## src/hw/rtl/rhpm_pkg.sv

```systemverilog
`timescale 1ns / 1ps
`default_nettype none

package rhpm_pkg;

   // default window depth
   localparam int MAX_PATTERN_DEFAULT = 16;

   // marker characters
   localparam logic [7:0] OPEN_MARK  = 8'h5B;
   localparam logic [7:0] CLOSE_MARK = 8'h5D;

   // saturation limits
   localparam logic [8:0]  SKIP_MAX  = 9'd511;
   localparam logic [15:0] TOTAL_MAX = 16'hFFFF;

   // register reset values
   localparam logic [4:0] PAT_LEN_RESET = 5'd1;
   localparam logic [7:0] RADIX_RESET   = 8'd10;
   localparam logic [7:0] MODULUS_RESET = 8'd11;

   // modulo unit: dividend bits retired per cycle
   localparam int MOD_DVD_W = 16;
   localparam int MOD_STEP  = 4;

   // register map
   typedef enum logic [2:0] {
      REG_PAT_LO  = 3'd0,
      REG_PAT_HI  = 3'd1,
      REG_PAT_LEN = 3'd2,
      REG_RADIX   = 3'd3,
      REG_MODULUS = 3'd4
   } csr_idx_type;

   // operand select for the shared modulo unit
   typedef enum logic [2:0] {
      MS_PH   = 3'd0,
      MS_LP   = 3'd1,
      MS_GONE = 3'd2,
      MS_SUB  = 3'd3,
      MS_TXT  = 3'd4
   } mod_sel_type;

   typedef struct packed {
      logic        accept;
      logic        prep_init;
      logic        inc_k;
      logic        mod_start;
      mod_sel_type mod_sel;
      logic        check;
      logic        open;
      logic        pat;
      logic        close;
      logic        pos;
      logic        fin;
   } rhpm_cmd_type;

   typedef struct packed {
      logic dirty;
      logic mod_done;
      logic fill_ge_m;
      logic k_zero;
      logic k_last;
      logic j_last;
      logic hit;
      logic has_pos;
      logic pos_last;
      logic out_free;
   } rhpm_sts_type;

   // pattern byte k; bytes past 15 read as zero
   function automatic logic [7:0] pat_byte(input logic [63:0] lo, input logic [63:0] hi,
                                           input logic [6:0] idx);
      logic [63:0] word;
      begin
         word = (idx[3] == 1'b0) ? lo : hi;
         pat_byte = (idx[6:4] != 3'd0) ? 8'd0 : 8'(word >> {idx[2:0], 3'b000});
      end
   endfunction

endpackage

`default_nettype wire

```

## src/hw/rtl/rolling_hash_pattern_marker_core.sv

```systemverilog
`timescale 1ns / 1ps
`default_nettype none

// Channel   Direction  Handshake          Beat
// req_      in         req_valid/stall    text_byte, end_of_line, clear_total
// rsp_      out        rsp_valid/stall    out_byte, line_done, line_matched, total
// csr_      in         csr_valid/ready    index, data (64 bits)
//
// One byte at a time. Each modulo by the configured modulus runs on a shared
// 4-bit-per-cycle unit; a byte takes one modulo while the window is not yet
// full and three after it is (outgoing byte, subtraction, new byte), then one
// step per bracket beat and per window position that is emitted or skipped.
// After reset or any register write the pattern hash and lead power are
// rebuilt, one modulo for the first pattern byte and two for each further one,
// while req_stall is high.
// Reset is synchronous; rsp_stall holds the output beat and stalls emission.

module rolling_hash_pattern_marker_core #(
   parameter int MAX_PATTERN = rhpm_pkg::MAX_PATTERN_DEFAULT
) (
   input  wire logic        clock,
   input  wire logic        reset,
   input  wire logic        req_valid,
   output logic             req_stall,
   input  wire logic [7:0]  req_text_byte,
   input  wire logic        req_end_of_line,
   input  wire logic        req_clear_total,
   output logic             rsp_valid,
   input  wire logic        rsp_stall,
   output logic [7:0]       rsp_out_byte,
   output logic             rsp_line_done,
   output logic             rsp_line_matched,
   output logic [15:0]      rsp_total_matches,
   input  wire logic        csr_valid,
   output logic             csr_ready,
   input  wire logic [2:0]  csr_index,
   input  wire logic [63:0] csr_data
);
   import rhpm_pkg::*;

   rhpm_cmd_type cmd;
   rhpm_sts_type sts;

   assign csr_ready = 1'b1;

   rhpm_ctrl u_ctrl (
      .clock     (clock),
      .reset     (reset),
      .req_valid (req_valid),
      .req_stall (req_stall),
      .sts       (sts),
      .cmd       (cmd)
   );

   rhpm_dp #(
      .MAX_PATTERN (MAX_PATTERN)
   ) u_dp (
      .clock             (clock),
      .reset             (reset),
      .req_text_byte     (req_text_byte),
      .req_end_of_line   (req_end_of_line),
      .req_clear_total   (req_clear_total),
      .csr_wr            (csr_valid & csr_ready),
      .csr_index         (csr_index),
      .csr_data          (csr_data),
      .cmd               (cmd),
      .sts               (sts),
      .rsp_stall         (rsp_stall),
      .rsp_valid         (rsp_valid),
      .rsp_out_byte      (rsp_out_byte),
      .rsp_line_done     (rsp_line_done),
      .rsp_line_matched  (rsp_line_matched),
      .rsp_total_matches (rsp_total_matches)
   );

endmodule

`default_nettype wire

```

## src/hw/rtl/rhpm_mod.sv

```systemverilog
`timescale 1ns / 1ps
`default_nettype none

module rhpm_mod (
   input  wire logic        clock,
   input  wire logic        reset,
   input  wire logic        start,
   input  wire logic [15:0] dividend,
   input  wire logic [7:0]  modulus,
   output logic             done,
   output logic [7:0]       remainder
);
   import rhpm_pkg::*;

   localparam int CYC   = MOD_DVD_W / MOD_STEP;
   localparam int CNT_W = (CYC > 1) ? $clog2(CYC) : 1;

   logic [15:0]      dvd_ff, dvd_in;
   logic [7:0]       rem_ff, rem_in;
   logic [CNT_W-1:0] cnt_ff, cnt_in;
   logic             busy_ff, busy_in;
   logic             done_ff, done_in;
   logic [8:0]       step_r;

   // restoring remainder, MOD_STEP dividend bits per cycle
   always_comb begin
      step_r = {1'b0, rem_ff};
      for (int i = 0; i < MOD_STEP; i++) begin
         step_r = {step_r[7:0], dvd_ff[15 - i]};
         if (step_r >= {1'b0, modulus}) begin
            step_r = step_r - {1'b0, modulus};
         end
      end
   end

   always_comb begin
      dvd_in  = dvd_ff;
      rem_in  = rem_ff;
      cnt_in  = cnt_ff;
      busy_in = busy_ff;
      done_in = 1'b0;
      if (start) begin
         dvd_in  = dividend;
         rem_in  = 8'd0;
         cnt_in  = '0;
         busy_in = 1'b1;
      end else if (busy_ff) begin
         rem_in = step_r[7:0];
         dvd_in = dvd_ff << MOD_STEP;
         cnt_in = cnt_ff + 1'b1;
         if (cnt_ff == CNT_W'(CYC - 1)) begin
            busy_in = 1'b0;
            done_in = 1'b1;
         end
      end
   end

   always_ff @(posedge clock) begin
      if (reset) begin
         busy_ff <= 1'b0;
         done_ff <= 1'b0;
      end else begin
         busy_ff <= busy_in;
         done_ff <= done_in;
      end
      dvd_ff <= dvd_in;
      rem_ff <= rem_in;
      cnt_ff <= cnt_in;
   end

   assign done      = done_ff;
   assign remainder = rem_ff;

endmodule

`default_nettype wire

```

## src/hw/rtl/rhpm_dp.sv

```systemverilog
`timescale 1ns / 1ps
`default_nettype none

module rhpm_dp #(
   parameter int MAX_PATTERN = 16
) (
   input  wire logic                   clock,
   input  wire logic                   reset,
   input  wire logic [7:0]             req_text_byte,
   input  wire logic                   req_end_of_line,
   input  wire logic                   req_clear_total,
   input  wire logic                   csr_wr,
   input  wire logic [2:0]             csr_index,
   input  wire logic [63:0]            csr_data,
   input  wire rhpm_pkg::rhpm_cmd_type cmd,
   output rhpm_pkg::rhpm_sts_type      sts,
   input  wire logic                   rsp_stall,
   output logic                        rsp_valid,
   output logic [7:0]                  rsp_out_byte,
   output logic                        rsp_line_done,
   output logic                        rsp_line_matched,
   output logic [15:0]                 rsp_total_matches
);
   import rhpm_pkg::*;

   localparam int IDX_W = (MAX_PATTERN > 1) ? $clog2(MAX_PATTERN) : 1;
   localparam int K_W   = $clog2(MAX_PATTERN + 1);

   // configuration
   logic [63:0] pat_lo_ff, pat_hi_ff;
   logic [4:0]  pat_len_ff;
   logic [7:0]  radix_ff, modulus_ff;
   logic        dirty_ff;

   // line state
   logic [7:0]     window_ff [MAX_PATTERN];
   logic [K_W-1:0] fill_ff;
   logic [7:0]     th_ff, ph_ff, lp_ff, gone_ff, t_ff;
   logic [8:0]     skip_ff;
   logic           matched_ff;
   logic [15:0]    total_ff;
   logic [7:0]     c_ff;
   logic           eol_ff;
   logic [K_W-1:0] k_ff, j_ff;

   // result staging
   logic        pend_valid_ff;
   logic [7:0]  pend_byte_ff;
   logic        rsp_valid_ff;
   logic [7:0]  rsp_byte_ff;
   logic        rsp_done_ff, rsp_matched_ff;
   logic [15:0] rsp_total_ff;

   logic [K_W-1:0] m_eff, m_last;
   logic [7:0]     q_eff;
   logic           fill_ge_m, exact, hit, out_free;
   logic [15:0]    dvd;
   logic           mod_done;
   logic [7:0]     mod_rem;
   logic [7:0]     lead_byte, pat_k, pat_j;
   logic           cand_valid;
   logic [7:0]     cand_byte;
   logic           rsp_load;
   logic [9:0]     skip_sum;

   // effective length and modulus
   always_comb begin
      if (pat_len_ff == 5'd0) begin
         m_eff = K_W'(1);
      end else if (int'(pat_len_ff) > MAX_PATTERN) begin
         m_eff = K_W'(MAX_PATTERN);
      end else begin
         m_eff = K_W'(pat_len_ff);
      end
   end
   assign m_last    = m_eff - 1'b1;
   assign q_eff     = (modulus_ff < 8'd2) ? 8'd2 : modulus_ff;
   assign fill_ge_m = (fill_ff >= m_eff);
   assign lead_byte = window_ff[m_last[IDX_W-1:0]];
   assign pat_k     = pat_byte(pat_lo_ff, pat_hi_ff, 7'(k_ff));
   assign pat_j     = pat_byte(pat_lo_ff, pat_hi_ff, 7'(j_ff));

   // exact compare of the window against the pattern
   always_comb begin
      exact = 1'b1;
      for (int jj = 0; jj < MAX_PATTERN; jj++) begin
         if (jj < int'(m_eff)) begin
            if (window_ff[IDX_W'(int'(m_last) - jj)] !=
                pat_byte(pat_lo_ff, pat_hi_ff, 7'(jj))) begin
               exact = 1'b0;
            end
         end
      end
   end
   assign hit = fill_ge_m && (th_ff == ph_ff) && exact;

   // modulo operand select
   always_comb begin
      case (cmd.mod_sel)
         MS_PH:   dvd = 16'(ph_ff) * 16'(radix_ff) + 16'(pat_k);
         MS_LP:   dvd = 16'(lp_ff) * 16'(radix_ff);
         MS_GONE: dvd = 16'(lead_byte) * 16'(lp_ff);
         MS_SUB:  dvd = 16'(th_ff) + 16'(q_eff) - 16'(gone_ff);
         MS_TXT:  dvd = 16'(t_ff) * 16'(radix_ff) + 16'(c_ff);
         default: dvd = 16'd0;
      endcase
   end

   rhpm_mod u_mod (
      .clock     (clock),
      .reset     (reset),
      .start     (cmd.mod_start),
      .dividend  (dvd),
      .modulus   (q_eff),
      .done      (mod_done),
      .remainder (mod_rem)
   );

   // candidate result of this cycle
   always_comb begin
      cand_valid = 1'b0;
      cand_byte  = OPEN_MARK;
      if (cmd.open) begin
         cand_valid = 1'b1;
      end else if (cmd.pat) begin
         cand_valid = 1'b1;
         cand_byte  = pat_j;
      end else if (cmd.close) begin
         cand_valid = 1'b1;
         cand_byte  = CLOSE_MARK;
      end else if (cmd.pos && (skip_ff == 9'd0)) begin
         cand_valid = 1'b1;
         cand_byte  = window_ff[k_ff[IDX_W-1:0]];
      end
   end

   assign out_free = !rsp_valid_ff || !rsp_stall;
   assign rsp_load = pend_valid_ff && (cand_valid || cmd.fin);
   assign skip_sum = 10'(skip_ff) + 10'(m_eff);

   // configuration registers
   always_ff @(posedge clock) begin
      if (reset) begin
         pat_lo_ff  <= '0;
         pat_hi_ff  <= '0;
         pat_len_ff <= PAT_LEN_RESET;
         radix_ff   <= RADIX_RESET;
         modulus_ff <= MODULUS_RESET;
         dirty_ff   <= 1'b1;
      end else begin
         if (csr_wr) begin
            case (csr_idx_type'(csr_index))
               REG_PAT_LO:  pat_lo_ff  <= csr_data;
               REG_PAT_HI:  pat_hi_ff  <= csr_data;
               REG_PAT_LEN: pat_len_ff <= csr_data[4:0];
               REG_RADIX:   radix_ff   <= csr_data[7:0];
               REG_MODULUS: modulus_ff <= csr_data[7:0];
               default:     ;
            endcase
         end
         if (csr_wr) begin
            dirty_ff <= 1'b1;
         end else if (cmd.prep_init) begin
            dirty_ff <= 1'b0;
         end
      end
   end

   // hash, window fill and counters
   always_ff @(posedge clock) begin
      if (reset) begin
         fill_ff    <= '0;
         th_ff      <= 8'd0;
         skip_ff    <= 9'd0;
         matched_ff <= 1'b0;
         total_ff   <= 16'd0;
      end else begin
         if (cmd.accept && req_clear_total) begin
            total_ff <= 16'd0;
         end
         if (mod_done && (cmd.mod_sel == MS_TXT)) begin
            th_ff <= mod_rem;
            if (int'(fill_ff) < MAX_PATTERN) begin
               fill_ff <= fill_ff + 1'b1;
            end
         end
         if (cmd.check && hit) begin
            matched_ff <= 1'b1;
            if (total_ff != TOTAL_MAX) begin
               total_ff <= total_ff + 16'd1;
            end
         end
         if (cmd.close) begin
            skip_ff <= (skip_sum > 10'(SKIP_MAX)) ? SKIP_MAX : skip_sum[8:0];
         end
         if (cmd.pos && (skip_ff != 9'd0)) begin
            skip_ff <= skip_ff - 9'd1;
         end
         if (cmd.fin && eol_ff) begin
            fill_ff    <= '0;
            th_ff      <= 8'd0;
            skip_ff    <= 9'd0;
            matched_ff <= 1'b0;
         end
      end
   end

   // datapath payload
   always_ff @(posedge clock) begin
      if (cmd.accept) begin
         c_ff   <= req_text_byte;
         eol_ff <= req_end_of_line;
         t_ff   <= th_ff;
      end
      if (cmd.prep_init) begin
         ph_ff <= 8'd0;
         lp_ff <= 8'd1;
         k_ff  <= '0;
      end
      if (cmd.inc_k) begin
         k_ff <= k_ff + 1'b1;
      end
      if (mod_done) begin
         case (cmd.mod_sel)
            MS_PH:   ph_ff   <= mod_rem;
            MS_LP:   lp_ff   <= mod_rem;
            MS_GONE: gone_ff <= mod_rem;
            MS_SUB:  t_ff    <= mod_rem;
            MS_TXT: begin
               for (int i = MAX_PATTERN - 1; i > 0; i--) begin
                  window_ff[i] <= window_ff[i - 1];
               end
               window_ff[0] <= c_ff;
            end
            default: ;
         endcase
      end
      if (cmd.check) begin
         k_ff <= fill_ge_m ? m_last : fill_ff - 1'b1;
      end
      if (cmd.open) begin
         j_ff <= '0;
      end
      if (cmd.pat) begin
         j_ff <= j_ff + 1'b1;
      end
      if (cmd.pos && (k_ff != '0)) begin
         k_ff <= k_ff - 1'b1;
      end
   end

   // one result held back so the last of a line can be flagged
   always_ff @(posedge clock) begin
      if (reset) begin
         pend_valid_ff <= 1'b0;
         rsp_valid_ff  <= 1'b0;
      end else begin
         if (cand_valid) begin
            pend_valid_ff <= 1'b1;
         end else if (cmd.fin) begin
            pend_valid_ff <= 1'b0;
         end
         rsp_valid_ff <= rsp_load | (rsp_valid_ff & rsp_stall);
      end
      if (cand_valid) begin
         pend_byte_ff <= cand_byte;
      end
      if (rsp_load) begin
         rsp_byte_ff    <= pend_byte_ff;
         rsp_done_ff    <= cmd.fin && eol_ff;
         rsp_matched_ff <= cmd.fin && eol_ff && matched_ff;
         rsp_total_ff   <= total_ff;
      end
   end

   always_comb begin
      sts.dirty     = dirty_ff;
      sts.mod_done  = mod_done;
      sts.fill_ge_m = fill_ge_m;
      sts.k_zero    = (k_ff == '0);
      sts.k_last    = (k_ff == m_last);
      sts.j_last    = (j_ff == m_last);
      sts.hit       = hit;
      sts.has_pos   = fill_ge_m || eol_ff;
      sts.pos_last  = !eol_ff || (k_ff == '0);
      sts.out_free  = out_free;
   end

   assign rsp_valid         = rsp_valid_ff;
   assign rsp_out_byte      = rsp_byte_ff;
   assign rsp_line_done     = rsp_done_ff;
   assign rsp_line_matched  = rsp_matched_ff;
   assign rsp_total_matches = rsp_total_ff;

`ifndef SYNTHESIS
   // a beat never overwrites one that is still waiting
   a_load_free : assert property (@(posedge clock) disable iff (reset)
      rsp_load |-> out_free)
      else $error("result register overwritten");

   // each item flushes its held result before the next is taken
   a_accept_empty : assert property (@(posedge clock) disable iff (reset)
      cmd.accept |-> !pend_valid_ff)
      else $error("held result left over at accept");

   // line end clears the window fill
   a_line_clear : assert property (@(posedge clock) disable iff (reset)
      (cmd.fin && eol_ff) |=> (fill_ff == '0))
      else $error("window not cleared at line end");
`endif

endmodule

`default_nettype wire

```

## src/hw/rtl/rhpm_ctrl.sv

```systemverilog
`timescale 1ns / 1ps
`default_nettype none

module rhpm_ctrl (
   input  wire logic                   clock,
   input  wire logic                   reset,
   input  wire logic                   req_valid,
   output logic                        req_stall,
   input  wire rhpm_pkg::rhpm_sts_type sts,
   output rhpm_pkg::rhpm_cmd_type      cmd
);
   import rhpm_pkg::*;

   typedef enum logic [16:0] {
      ST_IDLE      = 17'b00000000000000001,
      ST_PH_GO     = 17'b00000000000000010,
      ST_PH_WAIT   = 17'b00000000000000100,
      ST_LP_GO     = 17'b00000000000001000,
      ST_LP_WAIT   = 17'b00000000000010000,
      ST_ROLL_GO   = 17'b00000000000100000,
      ST_ROLL_WAIT = 17'b00000000001000000,
      ST_SUB_GO    = 17'b00000000010000000,
      ST_SUB_WAIT  = 17'b00000000100000000,
      ST_TXT_GO    = 17'b00000001000000000,
      ST_TXT_WAIT  = 17'b00000010000000000,
      ST_CHECK     = 17'b00000100000000000,
      ST_OPEN      = 17'b00001000000000000,
      ST_PAT       = 17'b00010000000000000,
      ST_CLOSE     = 17'b00100000000000000,
      ST_POS       = 17'b01000000000000000,
      ST_FIN       = 17'b10000000000000000
   } state_type;

   state_type state_ff, state_in;
   logic      accept;

   assign req_stall = !((state_ff == ST_IDLE) && !sts.dirty);
   assign accept    = req_valid && !req_stall;

   // sequencer
   always_comb begin
      state_in = state_ff;
      cmd      = '0;
      cmd.mod_sel = MS_PH;
      case (state_ff)
         ST_IDLE: begin
            if (sts.dirty) begin
               cmd.prep_init = 1'b1;
               state_in      = ST_PH_GO;
            end else if (accept) begin
               cmd.accept = 1'b1;
               state_in   = sts.fill_ge_m ? ST_ROLL_GO : ST_TXT_GO;
            end
         end
         ST_PH_GO: begin
            cmd.mod_start = 1'b1;
            state_in      = ST_PH_WAIT;
         end
         ST_PH_WAIT: begin
            if (sts.mod_done) begin
               if (!sts.k_zero) begin
                  state_in = ST_LP_GO;
               end else if (sts.k_last) begin
                  state_in = ST_IDLE;
               end else begin
                  cmd.inc_k = 1'b1;
                  state_in  = ST_PH_GO;
               end
            end
         end
         ST_LP_GO: begin
            cmd.mod_sel   = MS_LP;
            cmd.mod_start = 1'b1;
            state_in      = ST_LP_WAIT;
         end
         ST_LP_WAIT: begin
            cmd.mod_sel = MS_LP;
            if (sts.mod_done) begin
               if (sts.k_last) begin
                  state_in = ST_IDLE;
               end else begin
                  cmd.inc_k = 1'b1;
                  state_in  = ST_PH_GO;
               end
            end
         end
         ST_ROLL_GO: begin
            cmd.mod_sel   = MS_GONE;
            cmd.mod_start = 1'b1;
            state_in      = ST_ROLL_WAIT;
         end
         ST_ROLL_WAIT: begin
            cmd.mod_sel = MS_GONE;
            if (sts.mod_done) begin
               state_in = ST_SUB_GO;
            end
         end
         ST_SUB_GO: begin
            cmd.mod_sel   = MS_SUB;
            cmd.mod_start = 1'b1;
            state_in      = ST_SUB_WAIT;
         end
         ST_SUB_WAIT: begin
            cmd.mod_sel = MS_SUB;
            if (sts.mod_done) begin
               state_in = ST_TXT_GO;
            end
         end
         ST_TXT_GO: begin
            cmd.mod_sel   = MS_TXT;
            cmd.mod_start = 1'b1;
            state_in      = ST_TXT_WAIT;
         end
         ST_TXT_WAIT: begin
            cmd.mod_sel = MS_TXT;
            if (sts.mod_done) begin
               state_in = ST_CHECK;
            end
         end
         ST_CHECK: begin
            cmd.check = 1'b1;
            if (sts.hit) begin
               state_in = ST_OPEN;
            end else if (sts.has_pos) begin
               state_in = ST_POS;
            end else begin
               state_in = ST_FIN;
            end
         end
         ST_OPEN: begin
            if (sts.out_free) begin
               cmd.open = 1'b1;
               state_in = ST_PAT;
            end
         end
         ST_PAT: begin
            if (sts.out_free) begin
               cmd.pat = 1'b1;
               if (sts.j_last) begin
                  state_in = ST_CLOSE;
               end
            end
         end
         ST_CLOSE: begin
            if (sts.out_free) begin
               cmd.close = 1'b1;
               state_in  = ST_POS;
            end
         end
         ST_POS: begin
            if (sts.out_free) begin
               cmd.pos = 1'b1;
               if (sts.pos_last) begin
                  state_in = ST_FIN;
               end
            end
         end
         ST_FIN: begin
            if (sts.out_free) begin
               cmd.fin  = 1'b1;
               state_in = ST_IDLE;
            end
         end
         default: state_in = ST_IDLE;
      endcase
   end

   always_ff @(posedge clock) begin
      if (reset) begin
         state_ff <= ST_IDLE;
      end else begin
         state_ff <= state_in;
      end
   end

endmodule

`default_nettype wire

```

## config.mk

```make
export PLATFORM = sky130hd
export DESIGN_NAME = rolling_hash_pattern_marker_core
export DESIGN_NICKNAME = d
export VERILOG_FILES = /design/src/hw/rtl/rhpm_pkg.sv /design/src/hw/rtl/rolling_hash_pattern_marker_core.sv /design/src/hw/rtl/rhpm_mod.sv /design/src/hw/rtl/rhpm_dp.sv /design/src/hw/rtl/rhpm_ctrl.sv
export SDC_FILE = /design/constraint.sdc
export NUM_CORES = 2
export LEC_CHECK = 0
export BUFFER_PORTS_ARGS = -buffer_cell sky130_fd_sc_hd__clkbuf_2
export CAP_MARGIN = 20
export CORE_MARGIN = 2
export CORE_UTILIZATION = 30
export CTS_BUF_LIST = sky130_fd_sc_hd__clkbuf_16
export CTS_CLUSTER_DIAMETER = 60
export DETAILED_ROUTE_END_ITERATION = 10
export GPL_TIMING_DRIVEN = 0
export PLACE_DENSITY_LB_ADDON = 0.1
export SLEW_MARGIN = 30
export SYNTH_ARGS = -nofsm -noshare
export SYNTH_HDL_FRONTEND = slang
export SYNTH_SLANG_ARGS = --single-unit
```

## constraint.sdc

```tcl
create_clock -name clock -period 12.3 [get_ports clock]
set_clock_uncertainty 0.1 [all_clocks]
set_input_delay 0.615 -clock clock [delete_from_list [all_inputs] [get_ports clock]]
set_output_delay 0.615 -clock clock [all_outputs]
set_load 0.1 [all_outputs]
```

==> results.py <==
metrics = {
    "outcome": {
        "outcome": "complete, no violations",
    },
    "clock_tree": {
        "clk_root_buffer_cell": "clkbuf_16",
        "clkTransAtPathRegs_ps": 60,
        "cts_sinks": 453,
        "cts_buffers": 73,
        "worstSkewPairLatency_ps": 680,
        "htreeDepth": 3,
        "cts_max_path_buffers": 3,
        "cts_tree": "built",
    },
    "power_and_ir_drop": {
        "powerDensity_nw_per_um2": 161,
        "ir_drop_mv": 0.239,
        "leakagePower_nw": 18.3,
    },
    "logic_synthesis": {
        "ys_warn_count": 0,
        "synth_seq_cells": 453,
        "ys_types": 82,
        "synth-async-reset-ratio_pct": 0,
        "ys.flop_type": "dfxtp_1",
        "yosysSeqAreaShare_pct": 27.6,
        "syn-cell-area_sq_um": 40400,
        "synthesis.instances": 4314,
        "synth-edff-count": 205,
        "synth_area_per_cell_sq_um": 9.35,
        "synth_nets": 4781,
    },
    "place": {
        "dp_cells": 6203,
        "io_buffers": 109,
        "dpl_cell_area_sq_um": 43400,
        "place.gp.congestion": 1.02,
        "dp_hpwl_um": 148000,
    },
    "route": {
        "wl_met1_um": 80400,
        "vias": 35600,
        "met2_length_um": 81300,
        "wl_met3_um": 13500,
        "highest_layer": "met5",
        "antenna_left": 0,
        "drtIter0Drc": 4084,
        "drc": 0,
        "wl_per_cell_um": 28.8,
        "wl_um": 183000,
        "vias_per_cell": 5.60,
        "drt_pre_antenna_iters": 8,
    },
    "timing": {
        "slew_violations": 0,
        "period_needed_ps": 11630,
        "fin_setup_tns_ps": 0,
        "worstMarginPinSlew_ps": 1150,
        "rsz0062_at_grt": "no",
        "finalHoldViolCount": 0,
        "fmax_mhz": 86.0,
        "setup_viol": 0,
        "max-slew-margin-rel_pct": 23.1,
        "finalCritPeriodShare_pct": 94.5,
        "whs_ps": 59.9,
    },
    "floorplan": {
        "fp.dieH_um": 371,
        "start_util_pct": 30.2,
        "core_area_sq_um": 133000,
        "die_area_sq_um": 137000,
        "die_w_um": 371,
        "rows": 134,
        "boundaryPins": 111,
    },
    "grt": {
        "grt_max_degree": 47,
        "grt_pass1_wl_um": 258000,
        "grt_pass1_vias": 34100,
        "grt_util_all_layers_pct": 26.3,
        "grt-ovfl-total": 0,
        "antenna_found_initial": 8,
    },
    "setup_path": {
        "critPathCaptureType": "flip-flop",
        "cp_slowest_cell": "dfxtp_1",
        "critPathMaxStageDelay_ps": 710,
        "startpoint_type": "flip-flop",
        "worst-endpoint-required_ps": 12720,
        "crit_top_cell": "inv_1",
        "crit_type": "reg2reg",
        "critPathMaxFanout": 19,
        "cp_data_arrival_time_ps": 12050,
    },
    "cells_and_area": {
        "nets": 4985,
        "fin_area_sq_um": 46000,
        "drive_above_1_share_pct": 13.1,
        "final_common_cell": "nand2_1",
        "final_util_pct": 34.5,
        "finalNonFillerCells": 6347,
        "area_growth_pct": 14.0,
        "final_cell_mix": "nand2_1, inv_1, a21oi_1, dfxtp_1, mux4_2",
    },
    "run": {
        "cap_violations": 0,
    },
    "min_path": {
        "hold_path_class": "in2reg",
    },
}
-- synth_stat cells (all sizes together) (27+ instances only) --
cell | number | area, sq um
nand3 | 90 | 450
nor2 | 152 | 571
xor2 | 70 | 613
inv | 336 | 1260
a21oi | 291 | 1460
nor3 | 85 | 425
o21bai | 29 | 218
clkbuf | 225 | 845
ha | 218 | 2730
a22oi | 35 | 263
edfxtp | 205 | 6160
fa | 167 | 3340
mux4 | 237 | 5340
a21o | 49 | 368
mux2i | 162 | 1620
a31oi | 43 | 269
nand2 | 702 | 2640
nor2b | 33 | 206
nor4 | 27 | 169
nand2b | 91 | 569
and3 | 39 | 244
xnor2 | 148 | 1300
o21ai | 122 | 611
dfxtp | 248 | 4960
a211oi | 56 | 425
and2 | 116 | 726
buf | 49 | 209
-- stage by stage --
| stage | setup WS (ps) | total power [mW] |
|---|---|---|
| finish | 673 | 7.42 |
| global route | 20.9 | 7.89 |
| CTS | 62.0 | 7.36 |
| detailed placement | -870 | 5.28 |
| global placement | -1350 | 5.27 |
| floorplan | 1790 | 4.19 |
-- cell type report --
class | count | area [sq um]
tap | 1768 | 2210
clock inverter | 58 | 505
fill | 13900 | 87500
antenna | 3 | 7.51
clock buffer | 75 | 1880
sequential | 453 | 11100
timing repair buffer | 132 | 832
buffer | 271 | 1080
inverter | 338 | 1270
multi-input combinational | 3249 | 27100
-- sequential cells by signal (all words and copies together) (netlist names), 9 cells and up, named ones only --
| register | flops |
|---|---|
| u_dp.pat_lo_ff | 64 |
| u_ctrl.state_ff | 17 |
| u_dp.pat_hi_ff | 64 |
| u_dp.rsp_total_matches | 16 |
| u_dp.window_ff | 128 |
| u_dp.u_mod.dvd_ff | 16 |
| u_dp.skip_ff | 9 |
| u_dp.total_ff | 16 |
-- critical path, delay by kind of cell, from the launching register on --
| family | cells | cell delay, ps |
|---|---|---|
| buffers and inverters | 13 | 4070 |
| AOI/OAI and AO/OA | 13 | 3180 |
| adders and majority gates | 6 | 2300 |
| DFF | 1 | 710 |
| and+or+nand+nor | 4 | 580 |
| xor gates and xnor gates | 1 | 440 |
-- worst paths after layout --
| check | start | to | slack, ps | depth (start not counted) |
|---|---|---|---|---|
| worst min register to register | u_dp.pend_byte_ff[4] | u_dp.rsp_out_byte[4] | 320 | 0 |
| worst max-delay path | u_dp.pat_len_ff[4] | u_dp.u_mod.dvd_ff[15] | 670 | 37 |
| worst min-delay path | csr_data[48] | u_dp.pat_lo_ff[48] | 60 | 3 |
| worst max register to register | u_dp.pat_len_ff[4] | u_dp.u_mod.dvd_ff[15] | 670 | 37 |
-- metal layers --
metal | vias up | global-route usage, %
met1 | 18000 | 36.4
met4 | 2 | 9.93
met3 | 289 | 4.57
met2 | 1500 | 40.8
li1 | 15800 | -
met5 | - | 0
-- repair_timing --
| item | in CTS | in global routing |
|---|---|---|
| setup endpoints to repair | 11 | 12 |
| buffers inserted | 1 | 1 |
| resized for setup | 6 | 24 |
| pin swaps | 1 | 3 |
| hold endpoints to repair | 9 | 0 |
| hold buffers | 9 | 0 |
-- power breakdown --
| part | switching (mW) | total, mW | internal, mW |
|---|---|---|---|
| sequential | 0.127 | 1.78 | 1.66 |
| clock | 0.850 | 2.03 | 1.18 |
| combinational | 2.24 | 3.61 | 1.37 |
-- cells by family after synthesis --
| group | count (synthesis) | share of synthesized area (%) |
|---|---|---|
| xor+xnor | 220 | 4.84 |
| flops | 453 | 27.6 |
| simple gates | 1460 | 17.1 |
| buf+inv | 612 | 5.76 |
| other cells | 1 | 0.00929 |
| fa+ha+maj | 385 | 15.0 |
| mux | 409 | 17.5 |
| compound gates | 774 | 12.1 |
No activity file was read; power rests on OpenSTA's default activity.
